File: config.mk
export PLATFORM = sky130hd
export DESIGN_NAME = key_value_table
export DESIGN_NICKNAME = d
export VERILOG_FILES = /design/src/rtl/core/kvt_pkg.sv /design/src/rtl/core/kvt_ctrl.sv /design/src/rtl/core/kvt_dpath.sv /design/src/rtl/core/key_value_table.sv
export SDC_FILE = /design/constraint.sdc
export NUM_CORES = 1
export LEC_CHECK = 0
export BUFFER_PORTS_ARGS = -buffer_cell sky130_fd_sc_hd__buf_2
export CORE_MARGIN = 2
export CORE_UTILIZATION = 53
export CTS_CLUSTER_DIAMETER = 80
export CTS_CLUSTER_SIZE = 40
export DETAILED_ROUTE_END_ITERATION = 12
export GPL_TIMING_DRIVEN = 0
export PLACE_DENSITY = 0.77
export SLEW_MARGIN = 20
export SYNTH_ARGS = -nofsm -noshare
export SYNTH_HDL_FRONTEND = slang
export SYNTH_SLANG_ARGS = --single-unit
export TNS_END_PERCENT = 1
File: constraint.sdc
create_clock -name clock -period 6.35 [get_ports clock]
set_clock_uncertainty 0.15 [all_clocks]
set_input_delay 1.27 -clock clock [delete_from_list [all_inputs] [get_ports clock]]
set_output_delay 1.27 -clock clock [all_outputs]
set_load 0.005 [all_outputs]
File: src/rtl/core/kvt_pkg.sv
// Shared types and codes for the key/value table.
`default_nettype none

package kvt_pkg;

   localparam int FIELD_WIDTH = 32;
   localparam int TOTAL_WIDTH = 5;

   typedef enum logic [1:0] {
      OP_INSERT = 2'd0,
      OP_DELETE = 2'd1,
      OP_LOOKUP = 2'd2
   } op_type;

   typedef enum logic [1:0] {
      STAT_DONE      = 2'd0,
      STAT_NOT_FOUND = 2'd1,
      STAT_FULL      = 2'd2
   } status_type;

   typedef enum logic [1:0] {
      S_IDLE = 2'd0,
      S_SCAN = 2'd1,
      S_EXEC = 2'd2
   } state_type;

   typedef struct packed {
      logic [1:0]             opcode;
      logic [FIELD_WIDTH-1:0] key;
      logic [FIELD_WIDTH-1:0] value;
   } req_type;

   typedef struct packed {
      logic [1:0]             status;
      logic [FIELD_WIDTH-1:0] read_value;
      logic [TOTAL_WIDTH-1:0] entry_total;
      logic                   is_empty;
   } rsp_type;

   // Controller to datapath
   typedef struct packed {
      logic load;
      logic issue;
      logic scan;
      logic exec;
   } cmd_type;

   // Datapath to controller
   typedef struct packed {
      logic issue_done;
      logic cmp_hit;
      logic cmp_last;
      logic out_free;
   } dp_status_type;

endpackage

`default_nettype wire

File: src/rtl/core/kvt_ctrl.sv
// Sequencer for the key/value table: accept, scan, execute.
`default_nettype none

module kvt_ctrl (
   input  wire logic                   clock,
   input  wire logic                   reset,
   input  wire logic                   req_valid,
   output logic                        req_stall,
   input  wire kvt_pkg::dp_status_type dp_status,
   output kvt_pkg::cmd_type            cmd
);

   kvt_pkg::state_type state_ff, state_in;

   always_ff @(posedge clock) begin
      if (reset) begin
         state_ff <= kvt_pkg::S_IDLE;
      end else begin
         state_ff <= state_in;
      end
   end

   always_comb begin
      state_in  = state_ff;
      cmd       = '0;
      req_stall = 1'b1;
      unique case (state_ff)
         kvt_pkg::S_IDLE: begin
            req_stall = 1'b0;
            if (req_valid) begin
               cmd.load = 1'b1;
               state_in = kvt_pkg::S_SCAN;
            end
         end
         kvt_pkg::S_SCAN: begin
            cmd.scan  = 1'b1;
            cmd.issue = !dp_status.issue_done;
            // stop on the matching slot or after the last slot is compared
            if (dp_status.cmp_hit || dp_status.cmp_last) begin
               state_in = kvt_pkg::S_EXEC;
            end
         end
         kvt_pkg::S_EXEC: begin
            // hold until the result register can take a beat
            if (dp_status.out_free) begin
               cmd.exec = 1'b1;
               state_in = kvt_pkg::S_IDLE;
            end
         end
         default: begin
            state_in = kvt_pkg::S_IDLE;
         end
      endcase
   end

endmodule

`default_nettype wire

File: src/rtl/core/kvt_dpath.sv
// Datapath for the key/value table: slot storage, scan compare, result register.
`default_nettype none

module kvt_dpath #(
   parameter int TABLE_DEPTH = 16,
   parameter int KEY_WIDTH   = 32,
   parameter int VALUE_WIDTH = 32
) (
   input  wire logic                   clock,
   input  wire logic                   reset,
   input  wire kvt_pkg::req_type       req_data,
   input  wire kvt_pkg::cmd_type       cmd,
   output kvt_pkg::dp_status_type      dp_status,
   output logic                        rsp_valid,
   input  wire logic                   rsp_stall,
   output kvt_pkg::rsp_type            rsp_data
);

   localparam int IW = $clog2(TABLE_DEPTH);
   localparam int CW = $clog2(TABLE_DEPTH + 1);
   localparam logic [IW-1:0] LAST_IDX = IW'(TABLE_DEPTH - 1);

   logic [KEY_WIDTH-1:0]   key_mem   [TABLE_DEPTH];
   logic [VALUE_WIDTH-1:0] value_mem [TABLE_DEPTH];

   logic [1:0]             op_ff, op_in;
   logic [KEY_WIDTH-1:0]   key_ff, key_in;
   logic [VALUE_WIDTH-1:0] value_ff, value_in;
   logic [IW-1:0]          rd_idx_ff, rd_idx_in;
   logic                   issue_done_ff, issue_done_in;
   logic                   cmp_live_ff, cmp_live_in;
   logic [IW-1:0]          cmp_idx_ff, cmp_idx_in;
   logic [KEY_WIDTH-1:0]   key_rd_ff;
   logic [VALUE_WIDTH-1:0] val_rd_ff;
   logic                   hit_ff, hit_in;
   logic [IW-1:0]          hit_idx_ff, hit_idx_in;
   logic [VALUE_WIDTH-1:0] hit_val_ff, hit_val_in;
   logic                   free_ff, free_in;
   logic [IW-1:0]          free_idx_ff, free_idx_in;
   logic [TABLE_DEPTH-1:0] valid_ff, valid_in;
   logic [CW-1:0]          count_ff, count_in;
   logic                   rsp_valid_ff, rsp_valid_in;
   kvt_pkg::rsp_type       rsp_ff, rsp_in;

   logic                   wr_key;
   logic                   wr_value;
   logic [IW-1:0]          wr_idx;
   logic [1:0]             status;
   logic [VALUE_WIDTH-1:0] read_val;
   logic                   cmp_hit;
   logic                   out_free;

   assign cmp_hit  = cmp_live_ff && valid_ff[cmp_idx_ff] && (key_rd_ff == key_ff);
   assign out_free = !rsp_valid_ff || !rsp_stall;

   assign dp_status.issue_done = issue_done_ff;
   assign dp_status.cmp_hit    = cmp_hit;
   assign dp_status.cmp_last   = cmp_live_ff && (cmp_idx_ff == LAST_IDX);
   assign dp_status.out_free   = out_free;

   assign rsp_valid = rsp_valid_ff;
   assign rsp_data  = rsp_ff;

   always_comb begin
      op_in         = op_ff;
      key_in        = key_ff;
      value_in      = value_ff;
      rd_idx_in     = rd_idx_ff;
      issue_done_in = issue_done_ff;
      cmp_live_in   = cmd.issue;
      cmp_idx_in    = cmp_idx_ff;
      hit_in        = hit_ff;
      hit_idx_in    = hit_idx_ff;
      hit_val_in    = hit_val_ff;
      free_in       = free_ff;
      free_idx_in   = free_idx_ff;
      valid_in      = valid_ff;
      count_in      = count_ff;
      wr_key        = 1'b0;
      wr_value      = 1'b0;
      wr_idx        = hit_idx_ff;
      status        = kvt_pkg::STAT_DONE;
      read_val      = '0;

      if (cmd.load) begin
         op_in         = req_data.opcode;
         key_in        = KEY_WIDTH'(req_data.key);
         value_in      = VALUE_WIDTH'(req_data.value);
         rd_idx_in     = '0;
         issue_done_in = 1'b0;
         hit_in        = 1'b0;
         free_in       = 1'b0;
      end

      if (cmd.issue) begin
         cmp_idx_in    = rd_idx_ff;
         rd_idx_in     = rd_idx_ff + 1'b1;
         issue_done_in = (rd_idx_ff == LAST_IDX);
      end

      if (cmd.scan && cmp_live_ff) begin
         if (cmp_hit) begin
            hit_in     = 1'b1;
            hit_idx_in = cmp_idx_ff;
            hit_val_in = val_rd_ff;
         end
         // keep the lowest free slot
         if (!valid_ff[cmp_idx_ff] && !free_ff) begin
            free_in     = 1'b1;
            free_idx_in = cmp_idx_ff;
         end
      end

      if (cmd.exec) begin
         unique case (op_ff)
            kvt_pkg::OP_INSERT: begin
               if (hit_ff) begin
                  wr_value = 1'b1;
               end else if (free_ff) begin
                  wr_key               = 1'b1;
                  wr_value             = 1'b1;
                  wr_idx               = free_idx_ff;
                  valid_in[free_idx_ff] = 1'b1;
                  count_in             = count_ff + 1'b1;
               end else begin
                  status = kvt_pkg::STAT_FULL;
               end
            end
            kvt_pkg::OP_DELETE: begin
               if (hit_ff) begin
                  valid_in[hit_idx_ff] = 1'b0;
                  count_in             = count_ff - 1'b1;
               end else begin
                  status = kvt_pkg::STAT_NOT_FOUND;
               end
            end
            kvt_pkg::OP_LOOKUP: begin
               if (hit_ff) begin
                  read_val = hit_val_ff;
               end else begin
                  status = kvt_pkg::STAT_NOT_FOUND;
               end
            end
            default: begin
            end
         endcase
      end

      rsp_in.status      = status;
      rsp_in.read_value  = kvt_pkg::FIELD_WIDTH'(read_val);
      rsp_in.entry_total = kvt_pkg::TOTAL_WIDTH'(count_in);
      rsp_in.is_empty    = (count_in == '0);

      if (cmd.exec) begin
         rsp_valid_in = 1'b1;
      end else begin
         rsp_valid_in = rsp_valid_ff && rsp_stall;
      end
   end

   always_ff @(posedge clock) begin
      if (reset) begin
         issue_done_ff <= 1'b0;
         cmp_live_ff   <= 1'b0;
         hit_ff        <= 1'b0;
         free_ff       <= 1'b0;
         valid_ff      <= '0;
         count_ff      <= '0;
         rsp_valid_ff  <= 1'b0;
      end else begin
         issue_done_ff <= issue_done_in;
         cmp_live_ff   <= cmp_live_in;
         hit_ff        <= hit_in;
         free_ff       <= free_in;
         valid_ff      <= valid_in;
         count_ff      <= count_in;
         rsp_valid_ff  <= rsp_valid_in;
      end
   end

   always_ff @(posedge clock) begin
      op_ff       <= op_in;
      key_ff      <= key_in;
      value_ff    <= value_in;
      rd_idx_ff   <= rd_idx_in;
      cmp_idx_ff  <= cmp_idx_in;
      hit_idx_ff  <= hit_idx_in;
      hit_val_ff  <= hit_val_in;
      free_idx_ff <= free_idx_in;
      if (cmd.exec) begin
         rsp_ff <= rsp_in;
      end
   end

   // slot storage: one write port, one registered read port
   always_ff @(posedge clock) begin
      if (wr_key) begin
         key_mem[wr_idx] <= key_ff;
      end
      if (wr_value) begin
         value_mem[wr_idx] <= value_ff;
      end
      key_rd_ff <= key_mem[rd_idx_ff];
      val_rd_ff <= value_mem[rd_idx_ff];
   end

endmodule

`default_nettype wire

File: src/rtl/core/key_value_table.sv
// Top level of the key/value table: controller, datapath and port checks.
//
//   channel | direction | beat payload       | handshake
//   --------+-----------+--------------------+-----------------------
//   req     | in        | kvt_pkg::req_type  | req_valid / req_stall
//   rsp     | out       | kvt_pkg::rsp_type  | rsp_valid / rsp_stall
//
// One operation at a time. A request beat is taken, then the slots are
// compared one per cycle through the single read port of the key store,
// stopping on the matching slot or after the last slot; the update is then
// applied once the result register can take a beat.
// Reset clears the valid bits, the entry count and the result valid flag;
// key and value stores are left as they are and are never used unless valid.
// A stalled result holds in its register while the next request is scanned.
`default_nettype none

module key_value_table #(
   parameter int TABLE_DEPTH = 16,
   parameter int KEY_WIDTH   = 32,
   parameter int VALUE_WIDTH = 32
) (
   input  wire logic             clock,
   input  wire logic             reset,
   input  wire logic             req_valid,
   output logic                  req_stall,
   input  wire kvt_pkg::req_type req_data,
   output logic                  rsp_valid,
   input  wire logic             rsp_stall,
   output kvt_pkg::rsp_type      rsp_data
);

   kvt_pkg::cmd_type       cmd;
   kvt_pkg::dp_status_type dp_status;

   // sequence each operation: accept, scan slots, execute
   kvt_ctrl u_ctrl (
      .clock     (clock),
      .reset     (reset),
      .req_valid (req_valid),
      .req_stall (req_stall),
      .dp_status (dp_status),
      .cmd       (cmd)
   );

   // hold slots, compare keys, drive the result beat
   kvt_dpath #(
      .TABLE_DEPTH (TABLE_DEPTH),
      .KEY_WIDTH   (KEY_WIDTH),
      .VALUE_WIDTH (VALUE_WIDTH)
   ) u_dpath (
      .clock     (clock),
      .reset     (reset),
      .req_data  (req_data),
      .cmd       (cmd),
      .dp_status (dp_status),
      .rsp_valid (rsp_valid),
      .rsp_stall (rsp_stall),
      .rsp_data  (rsp_data)
   );

   // a taken request beat blocks the next one until it has been executed
   a_one_in_flight: assert property (@(posedge clock) disable iff (reset)
      req_valid && !req_stall |=> req_stall)
      else $error("request accepted while another operation is in flight");

   // executing an operation always presents a result beat
   a_exec_gives_rsp: assert property (@(posedge clock) disable iff (reset)
      cmd.exec |=> rsp_valid)
      else $error("executed operation produced no result beat");

   // an empty table reports a zero entry total
   a_empty_total: assert property (@(posedge clock) disable iff (reset)
      rsp_valid && rsp_data.is_empty |-> rsp_data.entry_total == '0)
      else $error("empty flag set with non-zero entry total");

   // no execution while the scan is still comparing slots
   a_exec_after_scan: assert property (@(posedge clock) disable iff (reset)
      cmd.exec |-> !cmd.scan && !cmd.issue)
      else $error("execute overlapped the slot scan");

endmodule

`default_nettype wire

Word-level counts from Yosys, hierarchy flattened
Memories as Yosys holds them, arrays and structs flattened. A register that Yosys moved wholly into a read port is not among the register bits. Index checks and enable logic that the tools add are counted.

Flip-flop bits (word level): 182. Bits in latches: 0. RAM bits: 1024. ROM bits: 0. Bits of input ports: 70. Output and inout bits: 42. Word-level logic and storage cells: 127. Memories kept: 2.

Memory list: u_dpath.key_mem (words 16, bits a word 32, rd ports 1, clocked after memory_dff 1, wr ports 1, line kvt_dpath.sv:23) `logic [KEY_WIDTH-1:0] key_mem [TABLE_DEPTH];`; u_dpath.value_mem (words 16, bits a word 32, rd ports 1, clocked after memory_dff 1, wr ports 1, line kvt_dpath.sv:24) `logic [VALUE_WIDTH-1:0] value_mem [TABLE_DEPTH];`.

Add/subtract/negate cells: 3. Multiply operators: 0. Divide/modulo/power cells: 0. Magnitude comparators: 5. Equality and inequality tests: 13. Shift-type cells: 0. Muxes and demuxes: 55. Bitwise operators: 3. Reductions and logical operators: 26.

Operators with widths (count): two-way mux 16 bit (3); equality test 32 bit (1); case mux 16 bit (2 select lines) (1); two-way mux 1 bit (29); two-way mux 4 bit (6); two-way mux 5 bit (4); AND 16 bit (1); NOT 16 bit (1); OR 16 bit (1); < comparator 4 x 5 -> 1 bit, second input constant (3); two-way mux 2 bit (6); case mux 5 bit (2 select lines) (1); demux 1 bit (select 4 bit) (2); equality test 4 bit, second input constant (2); >= comparator 4 x 1 -> 1 bit, second input constant (2); logical AND 1 bit (8); inequality test 2 x 1 -> 1 bit, second input constant (4); case mux 2 bit (3 select lines) (1); AND reduction 2 bit (3); adder 5 x 1 -> 5 bit, second input constant (1); logical NOT 1 bit (5); logical NOT 5 bit (1); AND reduction 5 bit (1); subtractor 5 x 1 -> 5 bit, second input constant (1); 11 further kinds (17).

Depth between registers and ports, before layout
Word-level depth: 8. Depth in mapped cells: 8. Mapped depth without buffers: 7.

Hierarchy
Synthesis repeated with hierarchy kept, for this count alone.

Cell total of the unflattened synthesis: 2031. Area, all modules: 47061.4 um^2.

By module, submodules not included: kvt_dpath (times used 1, cells an instance 2015, area each 46941.3 um^2); kvt_ctrl (times used 1, cells an instance 16, area each 120.1 um^2).

Worst setup path after synthesis
OpenSTA, ideal clock, no wires.

Path type: input port to flip-flop. From: in rsp_stall. To: mem u_dpath.value_mem[4][0] (enable). Data arrival time: 5.347 ns. Path slack: 0.432 ns. Cell stages on the path: 5. Buffers on the path: 1. Cell sequence: and2_1 > clkbuf_1 > nor2_1 > nand3_1 > nor2_1.

RTL lines: start: declaration (line key_value_table.sv:28) `input wire logic rsp_stall,`; end: declaration (line kvt_dpath.sv:24).

Final worst setup path
From: in rsp_stall. To: mem u_dpath.value_mem[6][3] (enable).

Longest elaborated chain between the ends: 7. Elaborated cells between the ends (all ways): 8. Classes of those cells: 6 x mux; 2 x reduce/logical.

RTL lines: logical NOT 1 bit * (line kvt_dpath.sv:54) `assign out_free = !rsp_valid_ff || !rsp_stall;`; logical OR 1 bit * (line kvt_dpath.sv:54); two-way mux 1 bit * (line kvt_ctrl.sv:45) `if (dp_status.out_free) begin`; two-way mux 1 bit * (line kvt_ctrl.sv:27) `unique case (state_ff)`; two-way mux 1 bit (line kvt_dpath.sv:114) `if (cmd.exec) begin`; two-way mux 1 bit (line kvt_dpath.sv:200) `if (wr_value) begin`; two-way mux 1 bit (not written as such) (line kvt_dpath.sv:201) `value_mem[wr_idx] <= value_ff;`.

Every way passes the cells marked *; elsewhere a longest branch is shown, timed or not.

==> reports/qor.yml <==
routing:
  remaining_drc_errors: 0
  wire_per_inst_um: 31.5
  ant_nets: 0
  via_count: 22278
  dr.pass1.iters: 7
  drt_iter0_drc: 3428
  viasPerCell: 6.51
  drt-total-wl_mm: 108
place:
  dp_slack_ns: 1.75
  place_congestion: 0.901
  post-dp-hpwl_mm: 71.3
  port_buffers: 111
logic_synthesis:
  yosysMostFrequentCell: "edfxtp_1"
  syn_inst: 2003
  synth_area_um2: 46900
  synth_nets: 2080
  synth_edf_count: 1178
  avgSynthCellArea_um2: 23.4
  synth_seq_area_share_pct: 79.4
  synth_top_area_share_pct: 75.5
  yosys-top-cells-count: "edfxtp_1 (1178), mux4_2 (324), dfxtp_1 (92)"
  async_reset_ff_share_pct: 0
  synth_area_leaders: "edfxtp_1 (75%), mux4_2 (16%), dfxtp_1 (3.9%), xor2_1 (0.56%), and3_1 (0.44%)"
  ys.flop_type: "edfxtp_1"
  ys_ff_latch: 1270
  ys_warn_count: 0
  yosys.area.top_type: "edfxtp_1"
  yosysUniqueCellTypes: 57
clock_tree:
  post_cts.repair.setup_buffers: 0
  cts_resized: 0
  root_buffer: "clkbuf_16"
  cts_inserted_buffers: 43
  cts.sinks: 1270
  clkLatencyLatePin_ns: 0.65
  clkTransAtPathRegs_ns: 0.13
  cts_max_path_buffers: 3
  htreeDepth: 2
  ctsHoldBuffers: 0
  cts_tree: "built"
sta:
  max-slew-margin-rel_pct: 25.4
  setup_tns_ns: 0
  setup_viol: 0
  rsz0062_at_grt: "false"
  drv_slew: 0
  period_share_pct: 64.4
  fmax_mhz: 244
  fin_crit_ns: 4.09
  layout_setup_ws_ns: 2.26
  hold_viol: 0
  tightest_slew_ns: 1.12
global_route:
  grt_overflow: 0
  met3_usage_pct: 4.44
  grt_max_degree: 42
  busiest_layer: "met2"
  track_usage_pct: 23.9
  grt_first_pass_wirelength_mm: 155
  antenna_found_initial: 4
  use_met1_pct: 32.6
  grt_pass1_vias: 22483
  grt_use_met2_pct: 40.3
cells_and_area:
  final_core_util_pct: 59.4
  layout-drive-gt1-share_pct: 28.7
  area_growth_pct: 11.5
  nNetsFinal: 2297
setup_path:
  critical_path.max_fanout: 17
  critical_path_class: "in2reg"
  required_ns: 6.56
  cp-start-kind: "input port"
  cp.arrival_ns: 4.30
  critPathTopFamily: "simple AND/OR/NAND/NOR gates"
  crit_path_end_kind: "register"
  crit_chain: "buf_2 > and2_1 > clkbuf_1 > nor3_1 > nand3b_1 > a21boi_1 > nor2_4 > buf_12"
  crit_buf_inv: 3
  slowest_stage: "nor2_4"
  cp_slowest_stage_delay_ns: 0.72
die:
  fp.dieW_um: 301
  rows: 109
  die_h_um: 301
  io_pins: 112
  start_util_pct: 53.3
  die_area_um2: 90800
  core_area_um2: 88000
pwr:
  leakage_nw: 16.1
  vdd_drop_max_mv: 0.230
  p_per_area_nw_per_um2: 277
run:
  maxCapViolCount: 0
worst_hold_path:
  hp-class: "reg2reg"
outcome:
  outcome: "finished, final reports clean"
registers in the layout (all words and copies together) (netlist names), 32 cells and up:
| register | flops |
|---|---|
| u_dpath.value_ff | 32 |
| u_dpath.hit_val_ff | 32 |
| u_dpath.key_rd_ff | 32 |
| u_dpath.key_mem | 512 |
| u_dpath.val_rd_ff | 32 |
| u_dpath.key_ff | 32 |
| u_dpath.value_mem | 512 |
| u_dpath.rsp_data | 40 |
final timing paths:
| kind | startpoint | end | slack (ns) | cells after the start |
|---|---|---|---|---|
| setup reg to reg | u_dpath.op_ff[0] | u_dpath.value_mem[6][3] | 2.53 | 8 |
| hold / removal | u_dpath.val_rd_ff[26] | u_dpath.hit_val_ff[26] | 0.27 | 0 |
| hold reg to reg | u_dpath.val_rd_ff[26] | u_dpath.hit_val_ff[26] | 0.27 | 0 |
| setup / recovery | rsp_stall | u_dpath.value_mem[6][3] | 2.26 | 8 |
layout by cell type, fill, tap and decap left out, types with 8 or more instances in the layout:
cell type and n:
nor3_1 10, nand3_1 11, dfxtp_1 92, edfxtp_1 1178, clkbuf_1 63, nor2_1 13, a21oi_1 16, clkbuf_16 44
buf_16 53, o21ai_0 13, nor2_4 33, mux4_2 324, buf_12 8, buf_2 145, and3_1 33, xor2_1 30
o211ai_1 8, inv_1 15, nand2b_1 12, nand2_1 22, nor4_1 17
kinds of logic (layout without fill, tap and decap cells):
kind of cell	after synthesis	count (layout)	share of synthesized area [%]
compound gates	65	65	0.892
xor+xnor	32	32	0.598
fa+ha+maj	7	7	0.187
buf+inv	108	360	0.974
flops	1270	1270	79.4
mux	330	330	15.7
other cells	0	2	0
simple gates	191	191	2.25
power by group:
part	total, mW	internal (mW)	switching [mW]
logic	1.09	0.515	0.571
clock network	3.97	1.46	2.51
registers	9.41	9.26	0.148
per-stage QoR:
stage	instance area [um^2]	cells	hold WS (ns)	power (mW)
global placement	48900	3279	0.235	10.6
finish	52300	3422	0.267	14.5
CTS	52200	3420	0.269	14.5
global route	52300	3421	0.273	14.8
detailed placement	50800	3340	0.239	10.7
floorplan	46900	2003	0.236	10.3
layer usage:
layer,vias to the layer above,share of wire [%],routed length (um)
met5,-,0.015,16
met3,251,10,11200
met1,11654,36,38800
li1,8827,-,-
met2,1544,51,54400
met4,2,3.1,3330
final cells by class:
cell class / instances / area (um^2)
antenna: 2 / 5.00
buffer: 92 / 400
clock buffer: 56 / 1160
clock inverter: 24 / 335
fill: 5766 / 35700
inverter: 16 / 65.1
multi-input combinational: 625 / 9450
sequential: 1270 / 37200
tap: 1165 / 1460
timing repair buffer: 172 / 2170
Note: power is estimated with default switching activity, not from simulation.
